**src/dtt_pkg.sv**
```systemverilog
// ----------------------------------------------------------------------------
// dtt_pkg
// Shared types, constants and the long division step for difficulty_to_target.
// ----------------------------------------------------------------------------
package dtt_pkg;

   localparam int DIV_W     = 53;
   localparam int REM_W     = DIV_W + 1;
   localparam int QUO_W     = 256;
   localparam int WORD_W    = 64;
   localparam int PROD_W    = 52;
   localparam int NUM_CELLS = 64;
   localparam int STEPS     = 4;

   localparam logic [19:0] SCALE = 20'd1000000;
   localparam logic [PROD_W-1:0] HALF = PROD_W'(64'h8000_0000);

   // 0xffff * 10^6 * 2^208, the dividend of every division.
   localparam logic [QUO_W-1:0] NUMER = (256'd65535 * 256'd1000000) << 208;

   localparam logic [1:0] PH_HAND = 2'd3;

   localparam int ST_STATUS = 0;
   localparam int ST_SAT    = 1;

   typedef struct packed {
      logic             valid;
      logic             err;
      logic [DIV_W-1:0] div;
      logic [DIV_W-1:0] rem;
      logic [QUO_W-1:0] quo;
   } cell_type;

   function automatic cell_type cell_step(cell_type c, logic nb);
      logic [REM_W-1:0] sh;
      logic [REM_W-1:0] df;
      cell_type         r;
      r  = c;
      sh = {c.rem, nb};
      df = sh - {1'b0, c.div};
      if (sh >= {1'b0, c.div}) begin
         r.rem = df[DIV_W-1:0];
         r.quo = {c.quo[QUO_W-2:0], 1'b1};
      end else begin
         r.rem = sh[DIV_W-1:0];
         r.quo = {c.quo[QUO_W-2:0], 1'b0};
      end
      return r;
   endfunction

endpackage

```
**src/dtt_out.sv**
```systemverilog
// ----------------------------------------------------------------------------
// dtt_out
// Result buffer that sends the target as four words, or one error word.
// ----------------------------------------------------------------------------
module dtt_out (
   input  logic              clock,
   input  logic              reset,
   input  logic              load,
   input  dtt_pkg::cell_type data_in,
   output logic              free,
   output logic              rsp_tvalid,
   input  logic              rsp_tready,
   output logic [71:0]       rsp_tdata,  // target_word, word_index, zero padding
   output logic              rsp_tlast,
   output logic [1:0]        rsp_tuser   // status, saturated
);
   import dtt_pkg::*;

   logic             valid_ff, valid_in;
   logic             err_ff;
   logic [QUO_W-1:0] quo_ff;
   logic [1:0]       idx_ff, idx_in;
   logic [WORD_W-1:0] word;
   logic             xfer;

   assign xfer = rsp_tvalid && rsp_tready;
   assign free = !valid_ff || (rsp_tready && rsp_tlast);
   assign word = err_ff ? '0 : quo_ff[QUO_W - 1 - WORD_W * idx_ff -: WORD_W];

   assign rsp_tvalid = valid_ff;
   assign rsp_tlast  = err_ff || (idx_ff == 2'd3);
   assign rsp_tdata  = {6'd0, idx_ff, word};
   assign rsp_tuser  = {1'b0, err_ff};

   always_comb begin
      valid_in = valid_ff;
      idx_in   = idx_ff;
      if (load) begin
         valid_in = 1'b1;
         idx_in   = 2'd0;
      end else if (xfer) begin
         if (rsp_tlast) begin
            valid_in = 1'b0;
         end else begin
            idx_in = idx_ff + 2'd1;
         end
      end
   end

   always_ff @(posedge clock) begin
      if (reset) begin
         valid_ff <= 1'b0;
         idx_ff   <= 2'd0;
      end else begin
         valid_ff <= valid_in;
         idx_ff   <= idx_in;
      end
   end

   always_ff @(posedge clock) begin
      if (load) begin
         err_ff <= data_in.err;
         quo_ff <= data_in.quo;
      end
   end

   assert property (@(posedge clock) disable iff (reset)
      (rsp_tvalid && rsp_tuser[ST_STATUS]) |-> (rsp_tlast && idx_ff == 2'd0))
      else $error("error result is not a single word");

endmodule

```
**config.mk**
```make
export PLATFORM = sky130hd
export DESIGN_NAME = dtt_out
export DESIGN_NICKNAME = d
export VERILOG_FILES = /design/src/dtt_pkg.sv /design/src/dtt_out.sv
export SDC_FILE = /design/constraint.sdc
export NUM_CORES = 1
export LEC_CHECK = 0
export ABC_AREA = 1
export BUFFER_PORTS_ARGS = -buffer_cell sky130_fd_sc_hd__clkbuf_2
export CAP_MARGIN = 20
export CORE_AREA = 2 2 175 177
export CTS_CLUSTER_DIAMETER = 200
export DETAILED_ROUTE_END_ITERATION = 8
export DIE_AREA = 0 0 177 179
export HOLD_SLACK_MARGIN = 0.05
export PLACE_DENSITY = 0.72
export SYNTH_ARGS = -nofsm -noshare
export SYNTH_HDL_FRONTEND = slang
export SYNTH_SLANG_ARGS = --single-unit
```
**constraint.sdc**
```tcl
create_clock -name clock -period 1.2 [get_ports clock]
set_input_delay 0.24 -clock clock [delete_from_list [all_inputs] [get_ports clock]]
set_output_delay 0.24 -clock clock [all_outputs]
set_load 0.1 [all_outputs]
```
==> impl_results.md, run 1 <==
- Status: complete, but fails checks
- Failing checks: setup timing
- Clock skew: 0.0122 ns
- First-pass GRT wire length: 58.8 mm
- Vias in the first global route: 10700
- Netlist cell types: 19
- DIE AREA: 0.0317 sq mm
- Vias per cell: 4.74
- Routed len/inst: 19.5 um
- XOR/XNOR share of the synthesized area: 0
- Root Driver: clkbuf_16
- Antenna Nets Post-Route: 0
- IO Count: 445
- Area growth syn-to-layout: 73.4%
- Starting density of the core: 0.390
- Gate Count Post-Synth: 1042
- Grt total ovfl: 0
- Hold buffer count at cts: 259
- CTS tree: done
- Largest net degree at the start of global routing: 53
- Post-synthesis sequential area ratio: 0.664
- Sink Count: 260
- Main combinational cell family by area after synthesis: simple AND/OR/NAND/NOR gates
- GR Util All Layers: 0.245
- Critical path fanouts, max: 22
- DIE WIDTH: 177 um
- Num rows: 64
- Crit start category: flop
- Drt total wl: 41.0 mm
- Final setup fails: 73
- Cts bufs inserted: 27
- Placed Area: 0.0162 sq mm
- Initial DRT Pass Iterations: 5
- Flops & latches, synth: 260
- Layout fillers: 1946
- Fmax: 465 MHz
- Final min period: 2.15 ns
- Power Total: 25.6 mW
- Fin. Hold Viols: 0
- Core ar.: 0.0300 sq mm
- Netlist Area Pre-Place: 0.0117 sq mm
- Setup ws final: -0.949 ns
- Clock transition at the registers of the reported paths: 0.07 ns
- Lkg Pwr: 9.03 nW
- Starting DRT DRC Count: 629
- Port bufs: 330
- H-tree depth: 1
- Simple-gate portion of the synthesized area: 0.172
- Clk buf depth: 3
- Worst vdd rail ir drop: 1.17 mV
- Via Count: 9951
- Dpl hpwl: 22.7 mm
- Final Cell Area: 0.0203 sq mm
- Share of post-route cells with drive strength above 1: 0.422
- Synth Area per Inst: 11.2 sq um
- Post-synthesis adder-cell area fraction: 0.00107
- Mux contribution to synthesized area: 0
- Final worst-path cycle share: 1.79
- DRC: 0
- Die H: 179 um
- # nets final: 2051
- Global placement routability congestion: 0.848
- Max-slew violations: 0
- Maxcap violations: 0
- Unrepaired setup endpoints after global routing: yes
- Min Hold Slack: 0.0572 ns
- Cell area power density: 1260 mW/mm^2
- Crit Path Class: reg2out
- Crit path DAT: 1.91 ns
- Skew-Pair Late Insertion Delay: 0.53 ns
- CP Capture Type: output port
- Most frequent cells in the layout: dlygate4sd3_1, clkbuf_2, inv_1
- WP data required: 0.96 ns
- Initial antenna violation count: 3
- Compound-Gate Fraction of Synth Area: 0.0451
- Ys Warns: 0
- Worst min path class: in2reg
-- cells by family (layout without fill, tap and decap cells) --
logic type / after synthesis / count (layout)
flip-flops: 260 / 260
other: 1 / 10
buffers and inverters: 318 / 972
AND/OR/NAND/NOR: 394 / 394
AO/OA/AOI/OAI: 68 / 68
adder cells (fa/ha/maj): 1 / 1
-- what timing repair did --
action / CTS / global route
buffers inserted: 4 / 5
hold endpoints to repair: 262 / 1
pin swaps: 3 / 20
endpoints found under the setup margin: 73 / 113
resized for setup: 28 / 33
gates cloned: 4 / 8
-- layout make-up --
| type | count | area, sq um | area share |
|---|---|---|---|
| tap | 396 | 495 | 0.0244 |
| multi-input combinational | 470 | 3620 | 0.178 |
| clock inverter | 20 | 220 | 0.0108 |
| timing repair buffer | 662 | 6490 | 0.320 |
| antenna | 3 | 7.51 | 0.000370 |
| sequential | 260 | 7790 | 0.384 |
| clock buffer | 29 | 683 | 0.0337 |
| inverter | 261 | 998 | 0.0492 |
-- worst max-delay path, stage by stage (launching register included) --
cell and delay, ns:
dfxtp_4 0.44, inv_8 0.10, buf_16 0.18, nand2_1 0.10, nand3_2 0.12, a21oi_4 0.22, buf_12 0.19
-- layer usage --
metal  GRT usage  wire [um]  vias up
li1            -          -     4590
met1       0.275      14900     4790
met3      0.0530       2930      109
met5           0          0        -
met2       0.452      21600      462
met4      0.0992       1580        0
-- state kept, by name, indices dropped and copies added, names as in the netlist --
name	flops
idx_ff	2
rsp_tvalid	1
err_ff	1
quo_ff	256
-- Yosys cell counts --
library cell,count,area (sq um)
nand3_1,79,395
dfxtp_1,3,60.1
conb_1,1,3.75
buf_4,11,82.6
inv_2,2,7.51
nand2_2,50,313
nand3b_1,1,7.51
ha_1,1,12.5
nand3_2,50,500
o21ai_0,1,5.00
inv_1,259,972
nand2_1,210,788
edfxtp_1,257,7720
nor2_1,4,15.0
a21oi_1,17,85.1
buf_6,13,146
clkbuf_1,4,15.0
buf_2,29,145
a21oi_2,50,438
-- report_power, final --
group / switching (mW) / internal (mW) / leakage, nW / total (mW)
Combinational: 3.42 / 2.41 / 6.04 / 5.83
Sequential: 0.236 / 10.8 / 2.54 / 11.0
Clock: 3.55 / 5.17 / 0.440 / 8.72
Total: 7.20 / 18.4 / 9.03 / 25.6
-- per-stage QoR --
step	setup WS [ns]	setup TNS (ns)	utilization	instances
after floorplan	-0.752	-48.62	-	1048
after global placement	-0.339	-20.53	0.540	1770
after detailed placement	-0.371	-21.85	0.540	1770
after CTS	-0.942	-61.04	0.665	2086
after global routing	-1.01	-64.52	0.676	2101
final	-0.949	-59.48	0.676	2101
-- final timing paths --
check | start | endpoint | depth (start not counted) | slack, ns
setup / recovery | idx_ff[0]$_SDFFE_PP0P_ | rsp_tdata[39] | 6 | -0.95
hold / removal | rsp_tready | rsp_tvalid$_SDFFE_PP0P_ | 4 | 0.06
setup reg to reg | idx_ff[1]$_SDFFE_PP0P_ | idx_ff[0]$_SDFFE_PP0P_ | 8 | -0.24
hold reg to reg | rsp_tvalid$_SDFFE_PP0P_ | rsp_tvalid$_SDFFE_PP0P_ | 2 | 0.55
(Power assumes the default switching activity.)
==> inputs of run 2 (changes only) <==
--- a/config.mk
+++ b/config.mk
@@ -8,12 +8,13 @@
 export ABC_AREA = 1
 export BUFFER_PORTS_ARGS = -buffer_cell sky130_fd_sc_hd__clkbuf_2
 export CAP_MARGIN = 20
-export CORE_AREA = 2 2 175 177
+export CORE_AREA = 2 2 173 175
+export CTS_BUF_LIST = sky130_fd_sc_hd__clkbuf_4
 export CTS_CLUSTER_DIAMETER = 200
 export DETAILED_ROUTE_END_ITERATION = 8
-export DIE_AREA = 0 0 177 179
+export DIE_AREA = 0 0 175 177
 export HOLD_SLACK_MARGIN = 0.05
-export PLACE_DENSITY = 0.72
+export PLACE_DENSITY = 0.73
 export SYNTH_ARGS = -nofsm -noshare
 export SYNTH_HDL_FRONTEND = slang
 export SYNTH_SLANG_ARGS = --single-unit
==> run 2 against run 1 <==
Effect of this change:
- the run still ends with setup timing left
- maximum frequency fell by 3.9%
- die area fell by 2.2%
- combinational power rose by 2%
- core utilization rose by 2.9 points
- clock skew rose by 0.015 ns
- sequential power barely moved
- critical path depth rose by 1
- design area rose by 1.6%
- global-route usage rose by 2.4 points
- worst hold slack improved by 0.23 ns
- setup slack got worse by 0.087 ns
- sequential cell count did not move
- critical endpoint is now rsp_tdata[27]
- largest power group unchanged
==> impl_results.md, run 2 (synthesized netlist as in run 1, its figures left out) <==
- Via Count: 10300 (+3.9%)
- Most frequent cells in the layout: dlygate4sd3_1, clkbuf_2, inv_1
- Setup TNS: -67.13 ns (-7.65 ns)
- Status: complete, but fails checks
- GR Util All Layers: 0.269 (+0.0239)
- CTS tree: done
- Setup ws final: -1.04 ns (-0.0874 ns)
- Fmax: 447 MHz (-3.9%)
- Global placement routability congestion: 0.839 (-1.1%)
- Crit-path most repeated cell: buf_12
- Most common cell after layout, fill and taps aside: dlygate4sd3_1
- Port bufs: 330 (unchanged)
- Biggest registers after layout: quo_ff: 256 flops, idx_ff: 2 flops
- DRC: 0 (unchanged)
- Grt total ovfl: 0 (unchanged)
- First-pass GRT wire length: 63.1 mm (+7.3%)
- Crit Path Class: reg2out
- Die H: 177 um (-1.1%)
- IO Count: 445 (unchanged)
- Clk pwr share: 0.307 (-0.034)
- Worst min path class: in2reg
- Critical path fanouts, max: 9 (-59%)
- WP data required: 0.96 ns (about the same)
- Sequential Power Share: 0.450 (+0.019)
- Unrepaired setup endpoints after global routing: yes
- Net Sw Frac: 0.302 (+0.0200)
- Post-route insts no fill: 2177 (+3.6%)
- Dpl hpwl: 22.4 mm (-1.1%)
- Lkg Pwr: 9.24 nW (+2.4%)
- Starting DRT DRC Count: 733 (+17%)
- Antenna Nets Post-Route: 0 (unchanged)
- Slowest cell on crit path: dfxtp_4
- Routed len/inst: 19.4 um (-0.87%)
- Initial DRT Pass Iterations: 5 (unchanged)
- CP Capture Type: output port
- Sink Count: 260 (unchanged)
- Max-slew violations: 0 (unchanged)
- H-tree depth: 3 (+2)
- Final setup fails: 73 (unchanged)
- Skew-Pair Late Insertion Delay: 0.65 ns (+0.12 ns)
- Maxcap violations: 0 (unchanged)
- Cells after DPL: 1782 (+0.68%)
- Crit start category: flop
- Worst vdd rail ir drop: 0.783 mV (-33%)
- Share of post-route cells with drive strength above 1: 0.472 (+0.0498)
- Starting density of the core: 0.400 (+0.0105)
- Clock transition at the registers of the reported paths: 0.06 ns (about the same)
- Core ar.: 0.0292 sq mm (-2.6%)
- Max incr delay on CP: 0.41 ns (-0.03 ns)
- Clock skew: 0.0273 ns (+0.0151 ns)
- DIE AREA: 0.0310 sq mm (-2.2%)
- Switch Pwr: 7.38 mW (+2.5%)
- Final worst-path cycle share: 1.86 (+0.0729)
- Clk buf depth: 3 (unchanged)
- Largest Register: quo_ff
- # nets final: 2118 (+3.3%)
- Failing checks: setup timing
- Int Pwr: 17.1 mW (-6.9%)
- Max FFs per register: 256 (unchanged)
- Fin. Hold Viols: 0 (unchanged)
- Crit path cell chain: inv_8 -> buf_16 -> buf_12 -> nand2_2 -> nand3_2 -> a21oi_4 -> buf_12
- Root Driver: clkbuf_4
- Cell area power density: 1190 mW/mm^2 (-5.8%)
- Crit path DAT: 2.00 ns (+0.09 ns)
- Cts bufs inserted: 69 (+160%)
- Vias in the first global route: 11600 (+8.5%)
- Area growth syn-to-layout: 76.2%
- DIE WIDTH: 175 um (-1.1%)
- Logic pwr share: 0.243 (+0.015)
- Largest net degree at the start of global routing: 47 (-11%)
- Initial antenna violation count: 4 (+1)
- Num rows: 63 (-1.6%)
- Final min period: 2.24 ns (+0.0874 ns)
- Drt total wl: 42.1 mm (+2.7%)
- Vias per cell: 4.75 (+0.26%)
## run 2: layout make-up
type | instances | area [sq um]
Fill cell | 1845 | 8620
Sequential cell | 260 | 7790
Timing Repair Buffer | 687 | 6730
Multi-Input combinational cell | 470 | 3820
Inverter | 261 | 998
Clock buffer | 89 | 668
Tap cell | 390 | 488
Clock inverter | 16 | 118
Antenna cell | 4 | 10.0
## run 2: worst paths after layout
| check | slack, ns | endpoint | depth (start not counted) | start |
|---|---|---|---|---|
| setup / recovery | -1.04 | rsp_tdata[27] | 7 | idx_ff[0]$_SDFFE_PP0P_ |
| hold reg to reg | 0.54 | rsp_tvalid$_SDFFE_PP0P_ | 2 | rsp_tvalid$_SDFFE_PP0P_ |
| setup reg to reg | -0.39 | idx_ff[0]$_SDFFE_PP0P_ | 10 | idx_ff[1]$_SDFFE_PP0P_ |
| hold / removal | 0.29 | quo_ff[79]$_DFFE_PP_ | 2 | data_in[79] |
## run 2: routing by layer
layer,GRT usage,vias up,wire (um)
li1,-,4744,-
met1,0.285,4872,14900
met2,0.490,563,22100
met3,0.0687,159,3250
met4,0.148,0,1890
met5,0,-,0
## run 2: power by group through the flow
stage	clock (mW)	sequential, mW	combinational [mW]
3_3_place_gp	0	11.1	4.79
6_report	7.51	11.0	5.93
3_5_place_dp	0	11.2	4.85
5_1_grt	8.15	11.1	6.18
2_1_floorplan	0	11.1	2.88
4_1_cts	7.52	11.0	5.73
## run 2: what timing repair did
action | in CTS | in global routing
hold buffers | 260 | 0
pin swaps | 56 | 32
buffers inserted | 12 | 5
gates cloned | 9 | 2
hold endpoints to repair | 274 | 0
endpoints found under the setup margin | 73 | 73
gates resized for setup | 74 | 50
## run 2: stage by stage
stage                     utilization  instance area (sq um)  power (mW)  hold slack [ns]  setup WS, ns
after floorplan                     -                  12700        14.0            0.302        -0.752
after global placement          0.560                  16400        15.9            0.414        -0.360
after detailed placement        0.560                  16400        16.0            0.417        -0.380
after CTS                       0.697                  20400        24.2            0.235         -1.07
after global routing            0.705                  20600        25.4            0.232         -1.14
final                           0.705                  20600        24.5            0.291         -1.04
## run 2: critical path: cells and delay by family, from the launching register on
family,cells,cell delay (ns)
buffers and inverters,4,0.59
flip-flops,1,0.41
AO/OA/AOI/OAI,1,0.18
AND/OR/NAND/NOR,2,0.17
