### src/dtt_pkg.sv
// ----------------------------------------------------------------------------
// dtt_pkg
// Shared types, constants and the long division step for difficulty_to_target.
// ----------------------------------------------------------------------------
package dtt_pkg;

   localparam int DIV_W     = 53;
   localparam int REM_W     = DIV_W + 1;
   localparam int QUO_W     = 256;
   localparam int WORD_W    = 64;
   localparam int PROD_W    = 52;
   localparam int NUM_CELLS = 64;
   localparam int STEPS     = 4;

   localparam logic [19:0] SCALE = 20'd1000000;
   localparam logic [PROD_W-1:0] HALF = PROD_W'(64'h8000_0000);

   // 0xffff * 10^6 * 2^208, the dividend of every division.
   localparam logic [QUO_W-1:0] NUMER = (256'd65535 * 256'd1000000) << 208;

   localparam logic [1:0] PH_HAND = 2'd3;

   localparam int ST_STATUS = 0;
   localparam int ST_SAT    = 1;

   typedef struct packed {
      logic             valid;
      logic             err;
      logic [DIV_W-1:0] div;
      logic [DIV_W-1:0] rem;
      logic [QUO_W-1:0] quo;
   } cell_type;

   function automatic cell_type cell_step(cell_type c, logic nb);
      logic [REM_W-1:0] sh;
      logic [REM_W-1:0] df;
      cell_type         r;
      r  = c;
      sh = {c.rem, nb};
      df = sh - {1'b0, c.div};
      if (sh >= {1'b0, c.div}) begin
         r.rem = df[DIV_W-1:0];
         r.quo = {c.quo[QUO_W-2:0], 1'b1};
      end else begin
         r.rem = sh[DIV_W-1:0];
         r.quo = {c.quo[QUO_W-2:0], 1'b0};
      end
      return r;
   endfunction

endpackage

### src/dtt_cell.sv
// ----------------------------------------------------------------------------
// dtt_cell
// One cell of the divider chain: four quotient bits, one per cycle while the chain is not stalled at hand-over.
// ----------------------------------------------------------------------------
module dtt_cell #(
   parameter int CELL_IDX = 0
) (
   input  logic              clock,
   input  logic              reset,
   input  logic [1:0]        phase,
   input  logic              adv,
   input  dtt_pkg::cell_type prev_in,
   output dtt_pkg::cell_type step_out
);
   import dtt_pkg::*;

   localparam int BASE = QUO_W - 1 - STEPS * CELL_IDX;
   localparam logic [STEPS-1:0] NB = NUMER[BASE -: STEPS];

   cell_type cur_ff;
   cell_type cur_in;

   assign step_out = cell_step(cur_ff, NB[~phase]);

   always_comb begin
      cur_in = cur_ff;
      if (adv) begin
         cur_in = prev_in;
      end else if (phase != PH_HAND) begin
         cur_in = step_out;
      end
   end

   always_ff @(posedge clock) begin
      if (reset) begin
         cur_ff <= '0;
      end else begin
         cur_ff <= cur_in;
      end
   end

endmodule

### config.mk
export PLATFORM = sky130hd
export DESIGN_NAME = dtt_cell
export DESIGN_NICKNAME = d
export VERILOG_FILES = /design/src/dtt_pkg.sv /design/src/dtt_cell.sv
export SDC_FILE = /design/constraint.sdc
export NUM_CORES = 1
export LEC_CHECK = 0
export BUFFER_PORTS_ARGS = -buffer_cell sky130_fd_sc_hd__buf_2
export CAP_MARGIN = 25
export CORE_AREA = 2 2 287 289
export DETAILED_ROUTE_END_ITERATION = 16
export DIE_AREA = 0 0 289 291
export GPL_ROUTABILITY_DRIVEN = 1
export PLACE_DENSITY = 0.61
export REMOVE_ABC_BUFFERS = 1
export SYNTH_ARGS = -nofsm -noshare
export SYNTH_HDL_FRONTEND = slang
export SYNTH_SLANG_ARGS = --single-unit
### constraint.sdc
create_clock -name clock -period 2.9 [get_ports clock]
set_input_delay 0 -clock clock [delete_from_list [all_inputs] [get_ports clock]]
set_output_delay 0 -clock clock [all_outputs]
set_load 0.02 [all_outputs]
==> results of run 1 <==
[area by class of cell]
cell class / instances / area, um^2 / area share (%)
Inverter: 87 / 334.1 / 0.9493
Multi-Input combinational cell: 2185 / 12660 / 35.97
Clock inverter: 14 / 123.9 / 0.3520
Tap cell: 1070 / 1339 / 3.804
Clock buffer: 66 / 1336 / 3.797
Antenna cell: 5 / 12.51 / 0.03556
Timing Repair Buffer: 1591 / 12100 / 34.37
Sequential cell: 363 / 7289 / 20.71
[kinds of logic after synthesis]
kind of cell	after synthesis	share of synthesized area (%)
fa+ha+maj	54	3.072
simple gates	1173	21.19
flops	363	32.68
buf+inv	624	16.27
xor+xnor	34	1.339
mux	78	3.641
compound gates	846	21.81
[report_power, final]
part | switching (mW) | internal, mW
clock network | 2.41 | 3.28
registers | 0.330 | 5.38
logic | 7.22 | 7.27
total | 9.96 | 15.9
[metal layers]
metal	share of wire, %	track usage [%]	vias up
met2	48	36.12	1139
met4	6.0	11.19	4
met5	0.024	0	-
met3	7.0	4.020	322
met1	40	25.41	12240
li1	-	-	12530
[synthesized netlist by cell type (all sizes together) (6+ instances only)]
cell | instances | area, um^2
o32ai | 22 | 200.2
and2 | 7 | 43.80
o31ai | 11 | 87.58
xnor2 | 24 | 210.2
nand4 | 28 | 187.7
a211oi | 9 | 80.08
buf | 361 | 2630
ha | 53 | 663.1
o21bai | 15 | 112.6
nand2 | 647 | 2431
o21ai | 67 | 346.6
nor2 | 410 | 1539
o22ai | 11 | 68.82
nor2b | 7 | 43.79
a31oi | 9 | 56.30
a21o | 22 | 165.2
nor3 | 23 | 125.1
mux2 | 20 | 229.0
clkbuf | 176 | 661.9
dfxtp | 363 | 7267
mux2i | 58 | 580.6
nand3 | 13 | 70.07
xor2 | 10 | 87.58
o21a | 7 | 52.55
inv | 87 | 326.6
a21oi | 601 | 3015
or3 | 6 | 37.54
o211ai | 12 | 95.09
o211a | 7 | 70.07
[state kept, by name, indices dropped and copies added (netlist names)]
| register | flops |
|---|---|
| cur_ff | 308 |
| step_out | 55 |
[worst register-to-register path, cell delays in order (launching register included)]
cell	delay [ns]
dfxtp_2	0.33
inv_2	0.05
ha_4	0.26
nand4_1	0.19
or4_4	0.62
nand4b_1	0.25
o21ai_4	0.25
nor4b_4	0.08
a21o_4	0.27
inv_8	0.08
buf_12	0.11
buf_12	0.15
buf_6	0.13
mux2i_4	0.25
buf_4	0.14
nand2_1	0.05
a221oi_2	0.23
[repair_timing]
| item | 4_1_cts | 5_1_grt |
|---|---|---|
| setup endpoints to repair | 108 | 108 |
| hold buffers | 399 | 0 |
| pin swaps | 101 | 55 |
| cloned | 5 | 1 |
| hold endpoints to repair | 363 | 0 |
| gates resized for setup | 356 | 141 |
| buffers inserted | 42 | 28 |
[layout by cell type (no fill, tap or decap), types with 15 or more instances in the layout]
cell | synthesis | layout
a21oi_1 | 599 | 573
a21oi_2 | 2 | 24
buf_6 | 7 | 113
o21ai_0 | 61 | 41
nor2_1 | 410 | 381
mux2i_1 | 58 | 56
inv_1 | 86 | 80
dfxtp_1 | 363 | 345
nand2_4 | 0 | 15
a21o_1 | 22 | 21
dfxtp_2 | 0 | 18
ha_1 | 53 | 31
nor3_1 | 21 | 17
nand2_1 | 646 | 622
xnor2_1 | 24 | 24
nand4_1 | 26 | 26
buf_4 | 316 | 370
o32ai_1 | 21 | 15
nor2_4 | 0 | 16
buf_2 | 16 | 675
dlygate4sd3_1 | 0 | 399
ha_4 | 0 | 19
buf_12 | 1 | 23
mux2_4 | 1 | 20
clkbuf_16 | 0 | 47
[stage by stage]
stage	std cells	setup TNS (ns)	hold slack (ns)	total power [mW]
CTS	5355	-58.30	0.001425	24.76
floorplan	2635	-861.08	0.06907	10.63
detailed placement	4831	-45.88	0.2364	15.53
finish	5381	-65.52	0.01665	25.89
global placement	4831	-41.95	0.2273	15.49
global route	5380	-74.89	0.03507	26.99
[final timing paths]
kind                 start       endpoint  slack, ns  depth (start not counted)
min reg2reg  step_out[362]  step_out[362]       0.50                          2
min                    adv  step_out[335]       0.02                          3
max reg2reg  step_out[349]    cur_ff[257]      -0.63                         16
max          step_out[349]  step_out[257]      -0.92                         15
==> flow_metrics.py, run 1 <==
metrics = {
    "global_route": {
        "grt_overflow": 0,
        "grt_usage_pct": 21.33,
        "grt_max_degree": 168,
        "grt_pass1_vias": 25700,
        "antenna_found_initial": 9,
        "grt_pass1_wl_um": 143100,
    },
    "layout": {
        "fill_cells": 7859,
        "post_route_cells_drive_above_1_share_pct": 34.90,
        "layout-area-overhead-vs-synth_pct": 58.26,
        "utilization_pct": 43.34,
        "layout.nets": 4696,
        "design_area_um2": 35190,
    },
    "detailed_routing": {
        "detail_route.first_pass.iterations": 5,
        "drt_iter0_markers": 1611,
        "via_count": 26230,
        "drc": 0,
        "drt-wirelength-per-cell_um": 17.89,
        "routed_via_density": 4.875,
        "ant_nets": 0,
        "wl_um": 96260,
    },
    "timing": {
        "worst_slack_ns": -0.9245,
        "worstMarginPinSlew_ns": 0.9741,
        "hold_viol_final": 0,
        "rsz0062_at_grt": "true",
        "finalCriticalPeriod_ns": 3.825,
        "skew_ns": 0.01897,
        "setup_viol": 108,
        "min_period_over_period_pct": 131.9,
        "relSlewSlack_pct": 35.06,
        "maxSlewViolCount": 0,
        "fmax_mhz": 261.5,
    },
    "critical_path": {
        "path_class": "flop to output port",
        "worstPathArrival_ns": 3.82,
        "slowest_stage": "or4_4",
        "required_ns": 2.90,
        "end_kind": "output port",
        "worst-path-buf-inv": 7,
        "crit_chain": "inv_2, ha_4, nand4_1, or4_4, nand4b_1, o21ai_4, nor4b_4, a21o_4, inv_8, buf_12, buf_12, buf_6, mux2i_4, buf_6, buf_6",
        "crit_path_frequent_cell": "buf_6",
        "critPathMaxStageDelay_ns": 0.62,
        "cp-start-kind": "flop",
        "crit_family": "simple AND/OR/NAND/NOR gates",
        "cp_max_fo": 7,
    },
    "cts": {
        "clk-insertion-delay-late_ns": 0.58,
        "clockBufferDepth": 3,
        "cts.sinks": 363,
        "cts-root-buf": "clkbuf_16",
        "path_clk_slew_ns": 0.06,
        "cts_buffers": 45,
        "cts_max_level": 2,
        "cts_tree": "built",
    },
    "logic_synthesis": {
        "synth_edf_count": 0,
        "synth_cell_type_count": 83,
        "async_flop_share_pct": 0,
        "ys.flop_type": "dfxtp_1",
        "post_synth_inst_count": 3172,
        "ys_warn_count": 0,
        "synth.avg_cell_area_um2": 7.010,
        "synthesis.area_um2": 22240,
        "ys_seq_elements": 363,
        "seq_area_frac_synth_pct": 32.68,
    },
    "floorplan": {
        "die_x_um": 289,
        "top_level_ports": 733,
        "die_y_um": 291,
        "num_rows": 105,
        "dieArea_um2": 84100,
        "start_util_pct": 27.39,
        "fp.coreArea_um2": 81190,
    },
    "run_status": {
        "violations": "negative setup slack",
        "outcome": "complete, but fails checks",
    },
    "power": {
        "irDropWorstVdd_mv": 0.4035,
        "p_leak_nw": 16.02,
        "power.density_nw_per_um2": 735.8,
    },
    "min_path": {
        "min_path_type": "input port to flop",
    },
    "placement": {
        "hpwl_um": 64850,
        "placed_cell_area_um2": 27140,
        "pre_cts_slack_ns": -0.5887,
        "port_buffers": 731,
        "gp_congestion": 0.9208,
    },
    "flow_run": {
        "maxCapViolations": 0,
    },
}
Power figures use the tool's default switching activity.
==> run 2, diff against run 1 <==
CORE_AREA = 2 2 284 286   (was 2 2 287 289)
CTS_BUF_LIST = sky130_fd_sc_hd__clkbuf_2   (was not set)
DIE_AREA = 0 0 286 288   (was 0 0 289 291)
PLACE_DENSITY = 0.47   (was 0.61)
==> run 2 against run 1 <==
Against the previous run: the run now fails in clock tree synthesis (4_1_cts); synthesized area is the same; synthesized cell count unchanged.
==> flow_metrics.py, run 2 <==
metrics = {
    "logic_synthesis": {
        "synth.avg_cell_area_um2": 7.010,
        "synth_edf_count": 0,
        "post_synth_inst_count": 3172,
        "synth_cell_type_count": 83,
        "synth_top_area_share_pct": 32.68,
        "ys_warn_count": 0,
        "ys_seq_elements": 363,
        "ys.flop_type": "dfxtp_1",
        "synthTopCellsByCount": "646 x nand2_1, 599 x a21oi_1, 410 x nor2_1",
        "synthesis.area_um2": 22240,
        "yosysTopAreaCell": "dfxtp_1",
        "async_flop_share_pct": 0,
        "synth_area_leaders": "dfxtp_1 33%, a21oi_1 13%, nand2_1 11%",
        "synth_most_common_cell": "nand2_1",
        "seq_area_frac_synth_pct": 32.68,
    },
    "cts": {
        "cts_buffers": 109,
        "post_cts_resized": 350,
        "clockBufferDepth": 3,
        "cts_max_level": 3,
        "cts.sinks": 363,
        "cts_hold_buf": 1018,
        "cts-root-buf": "clkbuf_2",
        "cts_setup_buffers": 64,
    },
    "floorplan": {
        "num_rows": 104,
        "die_y_um": 288,
        "die_x_um": 286,
        "top_level_ports": 733,
        "start_util_pct": 27.92,
    },
    "placement": {
        "placed_cell_area_um2": 27060,
        "gp_congestion": 0.9009,
        "port_buffers": 731,
        "hpwl_um": 66710,
    },
    "run_status": {
        "lastStage": "clock tree synthesis (4_1_cts)",
        "tool.error": "[ERROR RSZ-0060] Max buffer count reached.",
        "outcome": "did not finish",
    },
}
==> run 2: cell counts after synthesis <==
Identical to the previous run, type by type.
==> run 2: cells by family after synthesis <==
family / synth area share (%)
AOI/OAI and AO/OA: 21.81
xor gates and xnor gates: 1.339
adders and majority gates: 3.072
buffers and inverters: 16.27
DFF: 32.68
muxes: 3.641
and+or+nand+nor: 21.19
==> run 2: through the flow <==
| stage | hold slack, ns | utilization (%) | TNS, ns | std cells | setup slack, ns |
|---|---|---|---|---|---|
| 3_3_place_gp | 0.2308 | 33.99 | -39.59 | 4818 | -0.5504 |
| 2_1_floorplan | 0.06907 | - | -861.08 | 2635 | -3.228 |
| 3_5_place_dp | 0.2362 | 33.99 | -42.02 | 4818 | -0.5701 |
==> run 3, diff against run 2 <==
CORE_AREA = 2 2 285 287   (was 2 2 284 286)
CTS_BUF_LIST = not set   (was sky130_fd_sc_hd__clkbuf_2)
DIE_AREA = 0 0 287 289   (was 0 0 286 288)
PLACE_DENSITY = not set   (was 0.47)
PLACE_DENSITY_LB_ADDON = 0.15   (was not set)
clock period = 3.75 ns   (was 2.9 ns; I/O delays follow)
==> run 3 against run 2 <==
Against the previous run: the run now ends clean.
==> flow_metrics.py, run 3 (same netlist as run 1, synthesis figures left out) <==
metrics = {
    "power": {
        "seqPwrFrac_pct": 25.9,
        "p_total_mw": 17.09,
        "p_switching_mw": 6.717,
        "power.density_nw_per_um2": 533.7,
        "p_leak_nw": 14.16,
        "p_sw_share_pct": 39.30,
        "power.internal_mw": 10.37,
        "pwr-share-comb_pct": 46.4,
        "pwr-share-clk_pct": 27.7,
        "irDropWorstVdd_mv": 0.3689,
    },
    "global_route": {
        "grt_usage_pct": 21.25,
        "antenna_found_initial": 5,
        "grt_pass1_vias": 23430,
        "grt_max_degree": 165,
        "grt_overflow": 0,
        "grt_pass1_wl_um": 139700,
    },
    "critical_path": {
        "path_class": "flop to output port",
        "r2r-end": "cur_ff[287]",
        "cp_max_fo": 9,
        "worstReg2RegStart": "step_out[344]",
        "cp-start-kind": "flop",
        "required_ns": 3.75,
        "r2r_cells": 14,
        "r2r_slack_ns": 0.14,
        "end_kind": "output port",
        "worstPathArrival_ns": 3.72,
    },
    "timing": {
        "min_period_over_period_pct": 99.22,
        "skew_ns": 0.02064,
        "relSlewSlack_pct": 36.38,
        "fmax_mhz": 268.8,
        "worstMarginPinSlew_ns": 0.9543,
        "rsz0062_at_grt": "true",
        "maxSlewViolCount": 0,
        "worst_slack_ns": 0.02937,
        "setup_tns_ns": 0,
        "finalCriticalPeriod_ns": 3.721,
        "hold_viol_final": 0,
        "setup_viol": 0,
    },
    "cts": {
        "cts.sinks": 363,
        "cts_tree": "built",
        "path_clk_slew_ns": 0.06,
        "clk-insertion-delay-late_ns": 0.60,
        "cts-root-buf": "clkbuf_16",
        "cts_max_level": 2,
        "cts_buffers": 47,
        "clockBufferDepth": 3,
    },
    "layout": {
        "most-common-layout-cells": "713 x buf_2, 642 x nand2_1, 581 x a21oi_1",
        "post_route_cells_drive_above_1_share_pct": 27.79,
        "layout-area-overhead-vs-synth_pct": 44.03,
        "layout.nets": 4404,
        "utilization_pct": 40.08,
        "largest_register_ffs": 308,
        "layout_commonest_cell": "buf_2",
        "fill_cells": 8553,
        "top_register": "cur_ff",
    },
    "detailed_routing": {
        "wl_um": 94440,
        "drc": 0,
        "via_count": 24120,
        "routed_via_density": 4.750,
        "detail_route.first_pass.iterations": 5,
        "ant_nets": 0,
        "drt-wirelength-per-cell_um": 18.59,
        "drt_iter0_markers": 1368,
    },
    "placement": {
        "pre_cts_slack_ns": -0.03927,
        "hpwl_um": 67440,
        "port_buffers": 731,
        "gp_congestion": 0.9274,
    },
    "run_status": {
        "outcome": "complete, no violations",
    },
    "min_path": {
        "worstHoldPathCells": 3,
        "min_path_type": "input port to flop",
        "worstHoldStart": "adv",
        "hold_end": "cur_ff[288]",
    },
    "floorplan": {
        "fp.coreArea_um2": 79900,
        "die_y_um": 289,
        "top_level_ports": 733,
        "num_rows": 104,
        "start_util_pct": 27.83,
        "die_x_um": 287,
        "dieArea_um2": 82940,
    },
    "flow_run": {
        "maxCapViolations": 0,
    },
}
[run 3: worst max-delay path by stage]
| stage | start | end | cells after the start |
|---|---|---|---|
| after global placement | step_out[319] | cur_ff[288] | 13 |
| final | step_out[344] | step_out[259] | 13 |
| after detailed placement | step_out[319] | cur_ff[288] | 13 |
| after global routing | step_out[350] | step_out[301] | 14 |
| after floorplan | phase[1] | cur_ff[288] | 4 |
| after CTS | step_out[325] | step_out[307] | 14 |
[run 3: metrics by stage]
stage | hold WS [ns] | cells | area, um^2
3_5_place_dp | 0.2344 | 4532 | 24920
6_report | 0.02163 | 5079 | 32030
3_3_place_gp | 0.2295 | 4532 | 24920
5_1_grt | 0.04171 | 5079 | 32030
2_1_floorplan | 0.06907 | 2635 | 18940
4_1_cts | 0.003572 | 5047 | 31240
[run 3: final cells by class]
cell class	instances	area, um^2	area share [%]
antenna	3	7.507	0.02344
clock buffer	72	1390	4.341
clock inverter	12	202.7	0.6329
inverter	87	339.1	1.059
multi-input combinational	2185	12100	37.79
sequential	363	7298	22.79
tap	1060	1326	4.141
timing repair buffer	1297	9358	29.22
[run 3: power groups by stage]
stage	clock, mW	sequential (mW)	combinational (mW)
2_1_floorplan	0	4.66	3.57
3_3_place_gp	0	4.49	6.41
3_5_place_dp	0	4.49	6.37
4_1_cts	4.87	4.42	7.24
5_1_grt	5.00	4.48	8.47
6_report	4.73	4.43	7.92
[run 3: worst max-delay path, stage by stage, from the launching register on]
cell and delay (ns):
dfxtp_2 0.34, inv_1 0.06, ha_4 0.28, buf_4 0.12
nand4_1 0.13, or4_4 0.56, nand4b_1 0.25, o21ai_4 0.21
nor4b_2 0.09, a21o_4 0.26, clkinv_8 0.13, clkbuf_16 0.17
mux2_2 0.34, buf_2 0.18
[run 3: what timing repair did]
item,CTS,global route
resized for setup,78,118
setup endpoints to repair,55,49
hold buffers,417,0
hold endpoints to repair,363,0
pin swaps,19,35
buffers inserted,12,25
cloned,2,5
[run 3: routing by layer]
| layer | up-vias | track usage, % | wire length (um) |
|---|---|---|---|
| li1 | 11960 | - | - |
| met1 | 11320 | 26.49 | 39700 |
| met2 | 692 | 37.23 | 46520 |
| met3 | 141 | 4.150 | 5641 |
| met4 | 4 | 5.755 | 2551 |
| met5 | - | 0 | 27 |
==> run 4, diff against run 3 <==
--- a/config.mk
+++ b/config.mk
@@ -7,7 +7,8 @@
 export LEC_CHECK = 0
+export ABC_AREA = 1
 export BUFFER_PORTS_ARGS = -buffer_cell sky130_fd_sc_hd__buf_2
 export CAP_MARGIN = 25
-export CORE_AREA = 2 2 285 287
+export CORE_AREA = 2 2 284 286
 export DETAILED_ROUTE_END_ITERATION = 16
-export DIE_AREA = 0 0 287 289
+export DIE_AREA = 0 0 286 288
 export GPL_ROUTABILITY_DRIVEN = 1
==> constraint.sdc (replaced) <==
create_clock -name clock -period 4.4 [get_ports clock]
set_input_delay 0.22 -clock clock [delete_from_list [all_inputs] [get_ports clock]]
set_output_delay 0.22 -clock clock [all_outputs]
set_load 0.02 [all_outputs]
==> run 4 against run 3 <==
Against the previous run: sequential power down 17%; register-to-register slack better by 1.2 ns; synthesized area down 0.55%; clock skew up 0.016 ns; count of clock-buffer cells in the layout down 10; critical path depth up 3; final area down 7.5%; power down 30%; sequential share of layout area up 1.7 points; flip-flop and latch count unchanged; worst hold slack better by 0.018 ns; critical path type unchanged; utilization down 2.9 points.
==> flow_metrics.py, run 4 <==
metrics = {
    "layout": {
        "layout_commonest_cell": "nand2_1",
        "most-common-layout-cells": "1169 x nand2_1, 729 x buf_2, 363 x dfxtp_1",
        "top_register": "cur_ff",
        "largest_register_ffs": 308,
        "layout.nets": 4458,
        "utilization_pct": 37.20,
        "layout-area-overhead-vs-synth_pct": 33.98,
        "post_route_cells_drive_above_1_share_pct": 21.84,
    },
    "global_route": {
        "grt_max_degree": 193,
        "grt_pass1_wl_um": 141500,
        "grt_usage_pct": 22.15,
        "grt_pass1_vias": 23280,
        "antenna_found_initial": 20,
        "grt_overflow": 0,
    },
    "cts": {
        "cts_buffers": 46,
        "clk-insertion-delay-late_ns": 0.60,
        "path_clk_slew_ns": 0.06,
        "cts.sinks": 363,
        "cts_max_level": 2,
        "post_cts_resized": 0,
        "cts_tree": "built",
        "cts_setup_buffers": 0,
        "cts-root-buf": "clkbuf_16",
        "clockBufferDepth": 3,
    },
    "timing": {
        "rsz0062_at_grt": "false",
        "fmax_mhz": 267.3,
        "hold_viol_final": 0,
        "worst_slack_ns": 0.6590,
        "relSlewSlack_pct": 29.86,
        "whs_ns": 0.03961,
        "setup_viol": 0,
        "min_period_over_period_pct": 85.02,
        "maxSlewViolCount": 0,
        "skew_ns": 0.03659,
        "worstMarginPinSlew_ns": 1.052,
        "finalCriticalPeriod_ns": 3.741,
    },
    "logic_synthesis": {
        "synthTopCellsByCount": "1169 x nand2_1, 363 x dfxtp_1, 358 x inv_1",
        "synth_edf_count": 0,
        "synth_area_leaders": "dfxtp_1 33%, nand2_1 20%, buf_4 11%",
        "synth_top_family_by_area": "simple AND/OR/NAND/NOR gates",
        "ys_seq_elements": 363,
        "synth_most_common_cell": "nand2_1",
        "synth-simple-area-share_pct": 26.80,
        "synth_top_area_share_pct": 32.86,
        "synth.mux.area_fraction_pct": 0,
        "seq_area_frac_synth_pct": 32.86,
        "async_flop_share_pct": 0,
        "synthAdderAreaFrac_pct": 3.089,
        "ys.flop_type": "dfxtp_1",
        "yosysTopAreaCell": "dfxtp_1",
        "ys_warn_count": 0,
        "synth.avg_cell_area_um2": 6.605,
        "synthesis.area_um2": 22110,
        "synth_cell_type_count": 44,
        "synth_compound_area_share_pct": 16.18,
        "synth_xor_area_share_pct": 1.228,
        "post_synth_inst_count": 3348,
    },
    "critical_path": {
        "crit_cells": 16,
        "cp-endpoint": "step_out[261]",
        "crit_path_frequent_cell": "nand2_1",
        "crit_chain": "inv_1, fa_1, inv_1, nand3_1, nand3_2, nand2_1, nand2_1, nand2_1, nand3b_1, nand2_2, nand3_4, buf_12, buf_12, nand2_1, o21ai_2, buf_2",
        "cp-start-kind": "flop",
        "r2r_slack_ns": 1.37,
        "r2r-end": "cur_ff[261]",
        "crit_family": "simple AND/OR/NAND/NOR gates",
        "cp_max_fo": 30,
        "startpoint": "cur_ff[256]",
        "worstPathArrival_ns": 3.52,
        "slowest_stage": "fa_1",
        "path_class": "flop to output port",
        "r2r_cells": 17,
        "end_kind": "output port",
        "required_ns": 4.18,
        "critPathMaxStageDelay_ns": 0.43,
        "worstReg2RegStart": "cur_ff[256]",
        "worst-path-buf-inv": 5,
    },
    "power": {
        "seqPwrFrac_pct": 30.8,
        "p_leak_nw": 14.13,
        "p_sw_share_pct": 38.80,
        "irDropWorstVdd_mv": 0.2649,
        "pwr-share-clk_pct": 33.0,
        "p_switching_mw": 4.658,
        "pwr-share-comb_pct": 36.2,
        "power.internal_mw": 7.345,
        "power.density_nw_per_um2": 405.1,
    },
    "flow_run": {
        "maxCapViolations": 0,
    },
    "floorplan": {
        "die_y_um": 288,
        "start_util_pct": 27.77,
        "fp.coreArea_um2": 79640,
        "top_level_ports": 733,
        "num_rows": 104,
        "die_x_um": 286,
        "dieArea_um2": 82370,
    },
    "placement": {
        "pre_cts_slack_ns": 1.244,
        "port_buffers": 731,
        "gp_congestion": 0.9529,
        "hpwl_um": 72000,
    },
    "detailed_routing": {
        "drt_iter0_markers": 1153,
        "drt-wirelength-per-cell_um": 18.58,
        "ant_nets": 0,
        "drc": 0,
        "via_count": 23530,
        "routed_via_density": 4.583,
        "detail_route.first_pass.iterations": 5,
        "wl_um": 95420,
    },
    "min_path": {
        "worstHoldStart": "adv",
        "min_path_type": "input port to flop",
    },
    "run_status": {
        "outcome": "complete, no violations",
    },
}
==> run 4: cell count changes in the layout (fill, tap and decap cells not counted), sizes merged, moves of 22 or more <==
cell and change:
a21oi -445, nand2 +526, inv +279, dlygate4sd3 -62
nand3 +67, o32ai -22, nor2 -254, a22oi +61
a31oi +187, mux2i -58, a211oi +44, buf -110
==> run 4: power groups by stage <==
stage / Clock, mW / Sequential [mW] / Combinational, mW
final: 3.96 / 3.69 / 4.35
after global routing: 4.21 / 3.72 / 4.78
after CTS: 4.09 / 3.69 / 4.39
after detailed placement: 0 / 3.76 / 4.10
after global placement: 0 / 3.76 / 4.11
after floorplan: 0 / 3.93 / 2.30
==> run 4: cell type report <==
cell class / count / area (um^2)
diodes: 4 / 10.01
clock buffers: 62 / 1323
clock inverters: 22 / 232.7
fillers: 8777 / 50010
inverters: 366 / 1384
multi-input cells: 2140 / 10480
flip-flops and latches: 363 / 7267
well taps: 1060 / 1326
repair buffers: 1118 / 7607
==> run 4: cells by family after synthesis <==
logic type                 count (synthesis)
buffers and inverters                    845
adders and majority gates                 54
DFF                                      363
xor gates and xnor gates                  31
and+or+nand+nor                         1485
AOI/OAI and AO/OA                        570
==> run 4: routing by layer <==
metal  GRT usage [%]  wire [um]
met1           26.33      39580
met2           39.78      47370
met3           4.033       4827
met4           7.631       3458
met5               0        180
==> run 4: stage by stage <==
step	instance area, um^2	instances	power (mW)	TNS [ns]
2_1_floorplan	19100	2869	6.236	-2147.67
3_3_place_gp	24520	4693	7.877	0
3_5_place_dp	24520	4693	7.865	0
4_1_cts	29620	5131	12.17	0
5_1_grt	29620	5132	12.71	0
6_report	29630	5135	12.00	0
==> run 4: what timing repair did <==
action                                  in CTS  in global routing
hold endpoints to repair                   354                  0
endpoints found under the setup margin       0                  0
hold buffers                               354                  0
==> run 4: worst register-to-register path: stages, from the launching register on <==
cell,delay (ns)
dfxtp_1,0.35
inv_1,0.09
fa_1,0.43
inv_1,0.12
nand3_1,0.09
nand3_2,0.13
nand2_1,0.07
nand2_1,0.16
nand2_1,0.08
nand3b_1,0.28
nand2_2,0.13
nand3_4,0.22
buf_12,0.23
buf_12,0.22
nand2_1,0.08
o21ai_2,0.07
nand2_1,0.06
a21oi_1,0.13
==> run 4: worst min-delay path by stage <==
stage,to,slack [ns],depth (start not counted)
after global routing,cur_ff[77],0.04,3
after CTS,cur_ff[265],0.005,5
after global placement,step_out[362],0.45,2
after floorplan,cur_ff[103],0.29,1
final,cur_ff[13],0.04,3
after detailed placement,step_out[363],0.45,2
